**src/hw/rtl/sfr_pkg.sv**
```systemverilog
// Shared types and constants of the streaming find-and-replace block.
`default_nettype none

package sfr_pkg;

  // Longest search pattern and longest replacement text, in bytes.
  localparam int unsigned MaxPattern = 8;
  localparam int unsigned MaxReplace = 8;

  // Entries of the queue between the front and the back.
  localparam int unsigned QueueDepth = 2;
  localparam int unsigned QueuePtrW  = $clog2(QueueDepth);
  localparam int unsigned QueueCntW  = $clog2(QueueDepth + 1);

  // Configuration register indexes.
  localparam logic [1:0] CfgSearchPattern   = 2'd0;
  localparam logic [1:0] CfgSearchLength    = 2'd1;
  localparam logic [1:0] CfgReplacementText = 2'd2;
  localparam logic [1:0] CfgReplacementLen  = 2'd3;

  // One input beat as it travels through the queue.
  typedef struct packed {
    logic [7:0] data;
    logic       last;
  } item_t;

  // One result beat.
  typedef struct packed {
    logic [7:0] data;
    logic       present;
    logic       last;
  } result_t;

endpackage

`default_nettype wire

```
**src/hw/rtl/sfr_front.sv**
```systemverilog
// Front end: accepts input beats and queues them for the matching engine.
`default_nettype none

module sfr_front import sfr_pkg::*; (
  input  wire logic       clk_i,
  input  wire logic       rst_ni,
  input  wire logic       in_valid_i,
  output logic            in_stall_o,
  input  wire logic [7:0] in_byte_i,
  input  wire logic       in_end_i,
  output logic            item_valid_o,
  output item_t           item_o,
  input  wire logic       item_pop_i
);

  item_t                entry_q [QueueDepth];
  logic [QueuePtrW-1:0] wr_ptr_q, wr_ptr_d;
  logic [QueuePtrW-1:0] rd_ptr_q, rd_ptr_d;
  logic [QueueCntW-1:0] count_q, count_d;
  logic                 push;
  logic                 pop;

  // The stall depends on the fill level only, never on the upstream valid.
  assign in_stall_o   = (count_q == QueueCntW'(QueueDepth));
  assign item_valid_o = (count_q != '0);
  assign item_o       = entry_q[rd_ptr_q];

  assign push = in_valid_i && !in_stall_o;
  assign pop  = item_pop_i && item_valid_o;

  always_comb begin
    wr_ptr_d = wr_ptr_q;
    rd_ptr_d = rd_ptr_q;
    count_d  = count_q;
    if (push) begin
      wr_ptr_d = (wr_ptr_q == QueuePtrW'(QueueDepth - 1)) ? '0 : wr_ptr_q + 1'b1;
    end
    if (pop) begin
      rd_ptr_d = (rd_ptr_q == QueuePtrW'(QueueDepth - 1)) ? '0 : rd_ptr_q + 1'b1;
    end
    if (push && !pop) begin
      count_d = count_q + 1'b1;
    end else if (pop && !push) begin
      count_d = count_q - 1'b1;
    end
  end

  always_ff @(posedge clk_i or negedge rst_ni) begin
    if (!rst_ni) begin
      wr_ptr_q <= '0;
      rd_ptr_q <= '0;
      count_q  <= '0;
    end else begin
      wr_ptr_q <= wr_ptr_d;
      rd_ptr_q <= rd_ptr_d;
      count_q  <= count_d;
    end
  end

  always_ff @(posedge clk_i) begin
    if (push) begin
      entry_q[wr_ptr_q] <= '{data: in_byte_i, last: in_end_i};
    end
  end

endmodule

`default_nettype wire

```
**src/hw/rtl/sfr_back.sv**
```systemverilog
// Back end: matching sequencer, configuration registers and output register.
`default_nettype none

module sfr_back import sfr_pkg::*; (
  input  wire logic        clk_i,
  input  wire logic        rst_ni,
  input  wire logic        item_valid_i,
  input  wire item_t       item_i,
  output logic             item_pop_o,
  input  wire logic        cfg_we_i,
  input  wire logic [1:0]  cfg_index_i,
  input  wire logic [63:0] cfg_data_i,
  output logic             out_valid_o,
  input  wire logic        out_stall_i,
  output result_t          out_o
);

  localparam logic [2:0] StIdle  = 3'd0;
  localparam logic [2:0] StScan  = 3'd1;
  localparam logic [2:0] StRepl  = 3'd2;
  localparam logic [2:0] StFlush = 3'd3;
  localparam logic [2:0] StFin   = 3'd4;
  localparam logic [2:0] StDone  = 3'd5;

  localparam int unsigned CntW = $clog2(MaxPattern + 1);
  localparam int unsigned IdxW = $clog2(MaxReplace + 1);
  localparam int unsigned PosW = $clog2(MaxPattern);
  localparam int unsigned RepW = $clog2(MaxReplace);

  logic [63:0]     pat_q, rep_q;
  logic [3:0]      slen_q, rlen_q;
  logic [2:0]      state_q, state_d;
  logic [7:0]      hold_q [MaxPattern];
  logic [7:0]      hold_d [MaxPattern];
  logic [CntW-1:0] cnt_q, cnt_d;
  logic [IdxW-1:0] idx_q, idx_d;
  logic            end_q, end_d;
  logic            pend_valid_q, pend_valid_d;
  logic [7:0]      pend_byte_q, pend_byte_d;
  logic            out_valid_q, out_valid_d;
  result_t         out_q, out_d;

  logic [CntW-1:0] eff_len;
  logic [IdxW-1:0] eff_rlen;
  logic            prefix_ok;
  logic            out_free;
  logic            can_emit;
  logic            emit;
  logic [7:0]      emit_byte;
  logic            push;
  result_t         push_res;

  // A search length of zero acts as one; longer values saturate.
  always_comb begin
    if (slen_q == 4'd0) begin
      eff_len = CntW'(1);
    end else if (slen_q > 4'(MaxPattern)) begin
      eff_len = CntW'(MaxPattern);
    end else begin
      eff_len = CntW'(slen_q);
    end
    eff_rlen = (rlen_q > 4'(MaxReplace)) ? IdxW'(MaxReplace) : IdxW'(rlen_q);
  end

  // The held bytes still form a prefix of the pattern.
  always_comb begin
    prefix_ok = (cnt_q <= eff_len);
    for (int i = 0; i < MaxPattern; i++) begin
      if ((CntW'(i) < cnt_q) && (hold_q[i] != pat_q[8*i +: 8])) begin
        prefix_ok = 1'b0;
      end
    end
  end

  assign out_free = !out_valid_q || !out_stall_i;
  assign can_emit = !pend_valid_q || out_free;

  always_comb begin
    state_d      = state_q;
    hold_d       = hold_q;
    cnt_d        = cnt_q;
    idx_d        = idx_q;
    end_d        = end_q;
    pend_valid_d = pend_valid_q;
    pend_byte_d  = pend_byte_q;
    item_pop_o   = 1'b0;
    emit         = 1'b0;
    emit_byte    = '0;
    push         = 1'b0;
    push_res     = '{data: pend_byte_q, present: 1'b1, last: 1'b0};

    unique case (state_q)
      StIdle: begin
        if (item_valid_i) begin
          item_pop_o               = 1'b1;
          hold_d[cnt_q[PosW-1:0]]  = item_i.data;
          cnt_d                    = cnt_q + 1'b1;
          end_d                    = item_i.last;
          state_d                  = StScan;
        end
      end
      StScan: begin
        if ((cnt_q != '0) && !prefix_ok) begin
          if (can_emit) begin
            emit      = 1'b1;
            emit_byte = hold_q[0];
            for (int i = 0; i < MaxPattern - 1; i++) begin
              hold_d[i] = hold_q[i+1];
            end
            cnt_d = cnt_q - 1'b1;
          end
        end else if (cnt_q == eff_len) begin
          idx_d   = '0;
          state_d = StRepl;
        end else if (end_q) begin
          state_d = StFlush;
        end else begin
          state_d = StDone;
        end
      end
      StRepl: begin
        if (idx_q < eff_rlen) begin
          if (can_emit) begin
            emit      = 1'b1;
            emit_byte = rep_q[8*idx_q[RepW-1:0] +: 8];
            idx_d     = idx_q + 1'b1;
          end
        end else begin
          cnt_d   = '0;
          state_d = end_q ? StFlush : StDone;
        end
      end
      StFlush: begin
        if (cnt_q != '0) begin
          if (can_emit) begin
            emit      = 1'b1;
            emit_byte = hold_q[0];
            for (int i = 0; i < MaxPattern - 1; i++) begin
              hold_d[i] = hold_q[i+1];
            end
            cnt_d = cnt_q - 1'b1;
          end
        end else begin
          state_d = StFin;
        end
      end
      StFin: begin
        // The last beat of a string carries the end mark; with nothing
        // produced for the final item it is an empty marker.
        if (out_free) begin
          push         = 1'b1;
          push_res     = '{data: pend_valid_q ? pend_byte_q : 8'd0,
                           present: pend_valid_q, last: 1'b1};
          pend_valid_d = 1'b0;
          state_d      = StIdle;
        end
      end
      StDone: begin
        if (!pend_valid_q) begin
          state_d = StIdle;
        end else if (out_free) begin
          push         = 1'b1;
          pend_valid_d = 1'b0;
          state_d      = StIdle;
        end
      end
      default: begin
        state_d = StIdle;
      end
    endcase

    // A new byte goes to the pending slot and pushes the older one out.
    if (emit) begin
      push         = pend_valid_q;
      pend_valid_d = 1'b1;
      pend_byte_d  = emit_byte;
    end

    // A new pattern or length discards the partial match.
    if (cfg_we_i && ((cfg_index_i == CfgSearchPattern) ||
                     (cfg_index_i == CfgSearchLength))) begin
      cnt_d = '0;
    end
  end

  always_comb begin
    out_valid_d = out_valid_q;
    out_d       = out_q;
    if (push) begin
      out_valid_d = 1'b1;
      out_d       = push_res;
    end else if (!out_stall_i) begin
      out_valid_d = 1'b0;
    end
  end

  assign out_valid_o = out_valid_q;
  assign out_o       = out_q;

  always_ff @(posedge clk_i or negedge rst_ni) begin
    if (!rst_ni) begin
      pat_q        <= '0;
      slen_q       <= 4'd1;
      rep_q        <= '0;
      rlen_q       <= '0;
      state_q      <= StIdle;
      cnt_q        <= '0;
      idx_q        <= '0;
      end_q        <= 1'b0;
      pend_valid_q <= 1'b0;
      out_valid_q  <= 1'b0;
    end else begin
      state_q      <= state_d;
      cnt_q        <= cnt_d;
      idx_q        <= idx_d;
      end_q        <= end_d;
      pend_valid_q <= pend_valid_d;
      out_valid_q  <= out_valid_d;
      if (cfg_we_i) begin
        unique case (cfg_index_i)
          CfgSearchPattern:   pat_q  <= cfg_data_i;
          CfgSearchLength:    slen_q <= cfg_data_i[3:0];
          CfgReplacementText: rep_q  <= cfg_data_i;
          CfgReplacementLen:  rlen_q <= cfg_data_i[3:0];
          default: ;
        endcase
      end
    end
  end

  always_ff @(posedge clk_i) begin
    hold_q      <= hold_d;
    pend_byte_q <= pend_byte_d;
    out_q       <= out_d;
  end

endmodule

`default_nettype wire

```
**src/hw/rtl/stream_find_and_replace.sv**
```systemverilog
// Top level of the streaming find-and-replace block.
`default_nettype none

// Usage: text enters one byte per beat on the in channel (in_byte_i, with
// in_end_i set on the final byte of a string) and leaves one byte per beat
// on the out channel. Every occurrence of the search pattern is replaced by
// the replacement text, leftmost first and without overlap; inserted text
// is never searched again. out_end_o marks the final beat of a string, and
// when a string ends with nothing left to send, a beat with byte_present_o
// low carries that mark alone.
// Input beats first land in a two-entry queue, so the source can keep
// going while the matching engine is busy. For each beat the engine loads
// it, releases held bytes one at a time on a mismatch, sends the
// replacement bytes, flushes held bytes at the end of a string and then
// closes the item; it takes the next beat from the queue only after that.
// One byte is held back in a pending slot so the end mark can be attached;
// a newer byte pushes it out, and the last byte of an item appears at the
// output once the item is finished.
// A stall on the out channel freezes the output register and, once the
// pending slot is full, the engine; the queue then fills and stalls the in
// channel. Reset empties the queue and the partial match and restores the
// default configuration. Writes to the search pattern or its length drop a
// partial match; configure only while the block is idle.
module stream_find_and_replace import sfr_pkg::*; (
  input  wire logic        clk_i,
  input  wire logic        rst_ni,
  input  wire logic        in_valid_i,
  output logic             in_stall_o,
  input  wire logic [7:0]  in_byte_i,
  input  wire logic        in_end_i,
  output logic             out_valid_o,
  input  wire logic        out_stall_i,
  output logic [7:0]       out_byte_o,
  output logic             byte_present_o,
  output logic             out_end_o,
  input  wire logic        cfg_we_i,
  input  wire logic [1:0]  cfg_index_i,
  input  wire logic [63:0] cfg_data_i
);

  logic    item_valid;
  item_t   item;
  logic    item_pop;
  result_t result;

  // The front end only buffers; all matching state lives in the back end.
  sfr_front u_front (
    .clk_i        (clk_i),
    .rst_ni       (rst_ni),
    .in_valid_i   (in_valid_i),
    .in_stall_o   (in_stall_o),
    .in_byte_i    (in_byte_i),
    .in_end_i     (in_end_i),
    .item_valid_o (item_valid),
    .item_o       (item),
    .item_pop_i   (item_pop)
  );

  sfr_back u_back (
    .clk_i        (clk_i),
    .rst_ni       (rst_ni),
    .item_valid_i (item_valid),
    .item_i       (item),
    .item_pop_o   (item_pop),
    .cfg_we_i     (cfg_we_i),
    .cfg_index_i  (cfg_index_i),
    .cfg_data_i   (cfg_data_i),
    .out_valid_o  (out_valid_o),
    .out_stall_i  (out_stall_i),
    .out_o        (result)
  );

  assign out_byte_o     = result.data;
  assign byte_present_o = result.present;
  assign out_end_o      = result.last;

endmodule

`default_nettype wire
```
**config.mk**
```make
export PLATFORM = sky130hd
export DESIGN_NAME = stream_find_and_replace
export DESIGN_NICKNAME = d
export VERILOG_FILES = /design/src/hw/rtl/sfr_pkg.sv /design/src/hw/rtl/sfr_front.sv /design/src/hw/rtl/sfr_back.sv /design/src/hw/rtl/stream_find_and_replace.sv
export SDC_FILE = /design/constraint.sdc
export NUM_CORES = 1
export LEC_CHECK = 0
export BUFFER_PORTS_ARGS = -buffer_cell sky130_fd_sc_hd__buf_2
export CAP_MARGIN = 40
export CORE_AREA = 2 2 163 165
export DETAILED_ROUTE_END_ITERATION = 8
export DIE_AREA = 0 0 165 167
export PLACE_DENSITY = 0.72
export SLEW_MARGIN = 10
export SYNTH_ARGS = -nofsm -noshare
export SYNTH_HDL_FRONTEND = slang
export SYNTH_SLANG_ARGS = --single-unit
```
**constraint.sdc**
```tcl
create_clock -name clk_i -period 5.15 [get_ports clk_i]
set_input_delay 0.2575 -clock clk_i [delete_from_list [all_inputs] [get_ports clk_i]]
set_output_delay 0.2575 -clock clk_i [all_outputs]
set_load 0.05 [all_outputs]
```
==> results.cfg <==
[clock_network]
cts_buffer_depth = 3
htreeDepth = 1
clk_pin_slew_ps = 60
cts.sinks = 254
cts_resized = 0
tritoncts = yes
root_buffer = clkbuf_16
post_cts_buffers = 0
cts_buffers = 27
clk_latency_ps = 550

[layout]
diodes = 0
drive_gt1_frac = 0.321
fin_util = 0.550
final_cell_mix = dfrtp_1, mux2_2, buf_2
areaGrowthSynthToFinish_pct = 21.7
layout_commonest_cell = dfrtp_1
layout.nets = 1097

[power]
seq_power_share = 0.422
leakage_nw = 5.66
total_power_mw = 8.24
peakVddDrop_mv = 0.388
powerDensity_mw_per_mm2 = 582
pwr-share-comb = 0.343
clockPowerShare = 0.235
p_int_mw = 5.36
switchingPower_mw = 2.89
p_sw_frac = 0.350

[timing]
finalSetupTns_ps = 0
finalCriticalPeriod_ps = 3380
setup_violations = 0
hold_viol_final = 0
rsz0062_at_grt = false
timing.slew.headroom = 0.379
final.setup_skew_ps = 17.5
fmax_mhz = 296
slew_violations = 0
layout_worst_path_cycle_share = 0.656
tightest_slew_ps = 930

[hold_path]
hp-class = in2reg

[setup_path]
critPathKind = reg2reg
cp-start-kind = register
endpoint_kind = register
arrival_ps = 3690
crit_required_ps = 5460
cp_max_fo = 9

[logic_synthesis]
synthMuxAreaShare = 0.181
syn_avg_cell_area_sq_um = 13.9
yosysUniqueCellTypes = 60
syn_inst = 835
ys.warnings.count = 0
ys_seq_elements = 254
synth_edf_count = 100
synthSimpleGateAreaFrac = 0.0653
synth_compound_area_frac = 0.0778
synth_area_sq_mm = 0.0116
synthAdderAreaFrac = 0.0129
ys_seq_area_frac = 0.589
syn_nets = 927
async_flop_share = 0.606
synth_top_family_by_area = multiplexers
synthXorXnorAreaFrac = 0.0535
synth_top_flop_cell = dfrtp_1

[run]
maxCapViolCount = 0

[outcome]
run_status = finished clean

[route]
avgRoutedWirePerCell_microns = 21.3
vias = 7650
totalWireLength_microns = 29000
drtIter0Drc = 639
dr.pass1.iters = 5
remaining_drc_errors = 0
viasPerCell = 5.62
antenna_left = 0

[grt]
grt-ovfl-total = 0
grt_use_met1 = 0.295
track_usage = 0.213
grt_antenna_before_repair = 0
grt_start_max_net_pins = 65
grt_pass1_wl_microns = 44600
grt_pass1_vias = 7820
grtUsageMet2 = 0.339
busiest_layer = met2
globalRouteMet3Util = 0.0391

[floorplanning]
fp.dieArea_sq_mm = 0.0276
dieWidth_microns = 165
fp.dieH_microns = 167
rows = 59
initial_core_util = 0.452
ioPinCount = 92
core-area_sq_mm = 0.0258

[place]
gp_congestion = 0.890
hpwl_microns = 20500
portBuffers = 91
==> stage by stage <==
stage / instances / setup slack [ps] / area, sq um / hold slack [ps]
2_1_floorplan: 835 / 2070 / 11600 / -38.1
3_3_place_gp: 1223 / 1880 / 12400 / 406
3_5_place_dp: 1240 / 1840 / 12500 / 220
4_1_cts: 1359 / 1810 / 14100 / 13.7
5_1_grt: 1361 / 1590 / 14200 / 18.8
6_report: 1361 / 1770 / 14200 / 17.5
==> repair_timing <==
| item | CTS | global route |
|---|---|---|
| hold buffers | 69 | 0 |
| hold endpoints to repair | 177 | 0 |
| setup endpoints to repair | 0 | 0 |
==> logic make-up after synthesis <==
logic type                 after synthesis
buffers and inverters                   61
DFF                                    254
adders and majority gates               12
xor gates and xnor gates                71
AOI/OAI and AO/OA                      114
muxes                                  172
and+or+nand+nor                        151
==> sequential cells by signal (all words and copies together) (netlist names), 3 cells and up <==
signal and count:
u_back.cnt_q 4, u_back.out_o 10, u_back.rep_q 64, u_back.rlen_q 4, u_back.hold_q 64, u_back.pend_byte_q 8, u_front.entry_q 18, u_back.slen_q 4
u_back.idx_q 4, u_back.state_q 3, u_back.pat_q 64
==> synthesized netlist by cell type, drive strengths merged (2+ instances only) <==
cell / instances / area share
a211oi: 2 / 0.0024
a21boi: 2 / 0.0013
a21o: 2 / 0.0013
a21oi: 7 / 0.0030
a221oi: 3 / 0.0023
a22o: 56 / 0.042
a31oi: 3 / 0.0016
and2: 9 / 0.0048
and3: 5 / 0.0027
buf: 8 / 0.0033
clkbuf: 39 / 0.013
dfrtp: 153 / 0.33
edfxtp: 100 / 0.26
ha: 12 / 0.013
inv: 13 / 0.0042
mux2: 144 / 0.14
mux2i: 12 / 0.010
mux4: 16 / 0.031
nand2: 38 / 0.012
nand2b: 4 / 0.0022
nand3: 2 / 0.00086
nand4: 15 / 0.0081
nor2: 34 / 0.011
nor2b: 12 / 0.0065
nor3: 17 / 0.0073
nor3b: 2 / 0.0013
nor4: 3 / 0.0016
o211ai: 3 / 0.0019
o21ai: 14 / 0.0063
o221ai: 2 / 0.0015
o22ai: 10 / 0.0054
o32ai: 2 / 0.0022
or3: 3 / 0.0016
or4: 2 / 0.0016
xnor2: 58 / 0.044
xor2: 13 / 0.0098
==> per-layer routing <==
layer  vias up  share of wire
met5         -              0
met4         0          0.034
met3        63          0.069
met2       279           0.47
met1      3852           0.43
li1       3456              -
==> critical path, stage by stage (launching register included) <==
cell,delay [ps]
dfrtp_1,490
clkinv_1,290
ha_1,360
and4_1,260
a21oi_1,50
and4b_1,280
nand2_1,100
a21oi_1,740
nor3_1,320
buf_2,250
==> area by class of cell <==
type                       instances  area (sq um)
clock buffer                      39           782
fill                            2119         11600
tap                              335           419
clock inverter                    11           108
inverter                          14          52.6
multi-input combinational        520          4550
sequential                       254          6860
timing repair buffer             188          1390
==> power groups by stage <==
stage | clock network (mW) | registers, mW | logic, mW
6_report | 1.94 | 3.48 | 2.83
5_1_grt | 2.05 | 3.54 | 3.06
4_1_cts | 1.96 | 3.47 | 2.80
3_5_place_dp | 0 | 3.50 | 2.75
3_3_place_gp | 0 | 3.49 | 2.62
2_1_floorplan | 0 | 3.41 | 1.95
==> final timing paths <==
path                                                    from  slack [ps]                      endpoint  cells after the start
max in group asynchronous                             rst_ni        3900   u_back.rep_q[5]$_DFFE_PN0P_                      4
min in group asynchronous                             rst_ni         200  u_back.rep_q[58]$_DFFE_PN0P_                      2
worst min register to register  u_front.wr_ptr_q$_DFFE_PN0P_         500  u_front.wr_ptr_q$_DFFE_PN0P_                      1
worst max register to register   u_back.cnt_q[0]$_DFFE_PN0P_        1770    u_back.hold_q[8]$_DFFE_PP_                      9
worst min-delay path                          cfg_data_i[51]          20  u_back.pat_q[51]$_DFFE_PN0P_                      2
worst max-delay path             u_back.cnt_q[0]$_DFFE_PN0P_        1770    u_back.hold_q[8]$_DFFE_PP_                      9
(Power assumes the default switching activity.)
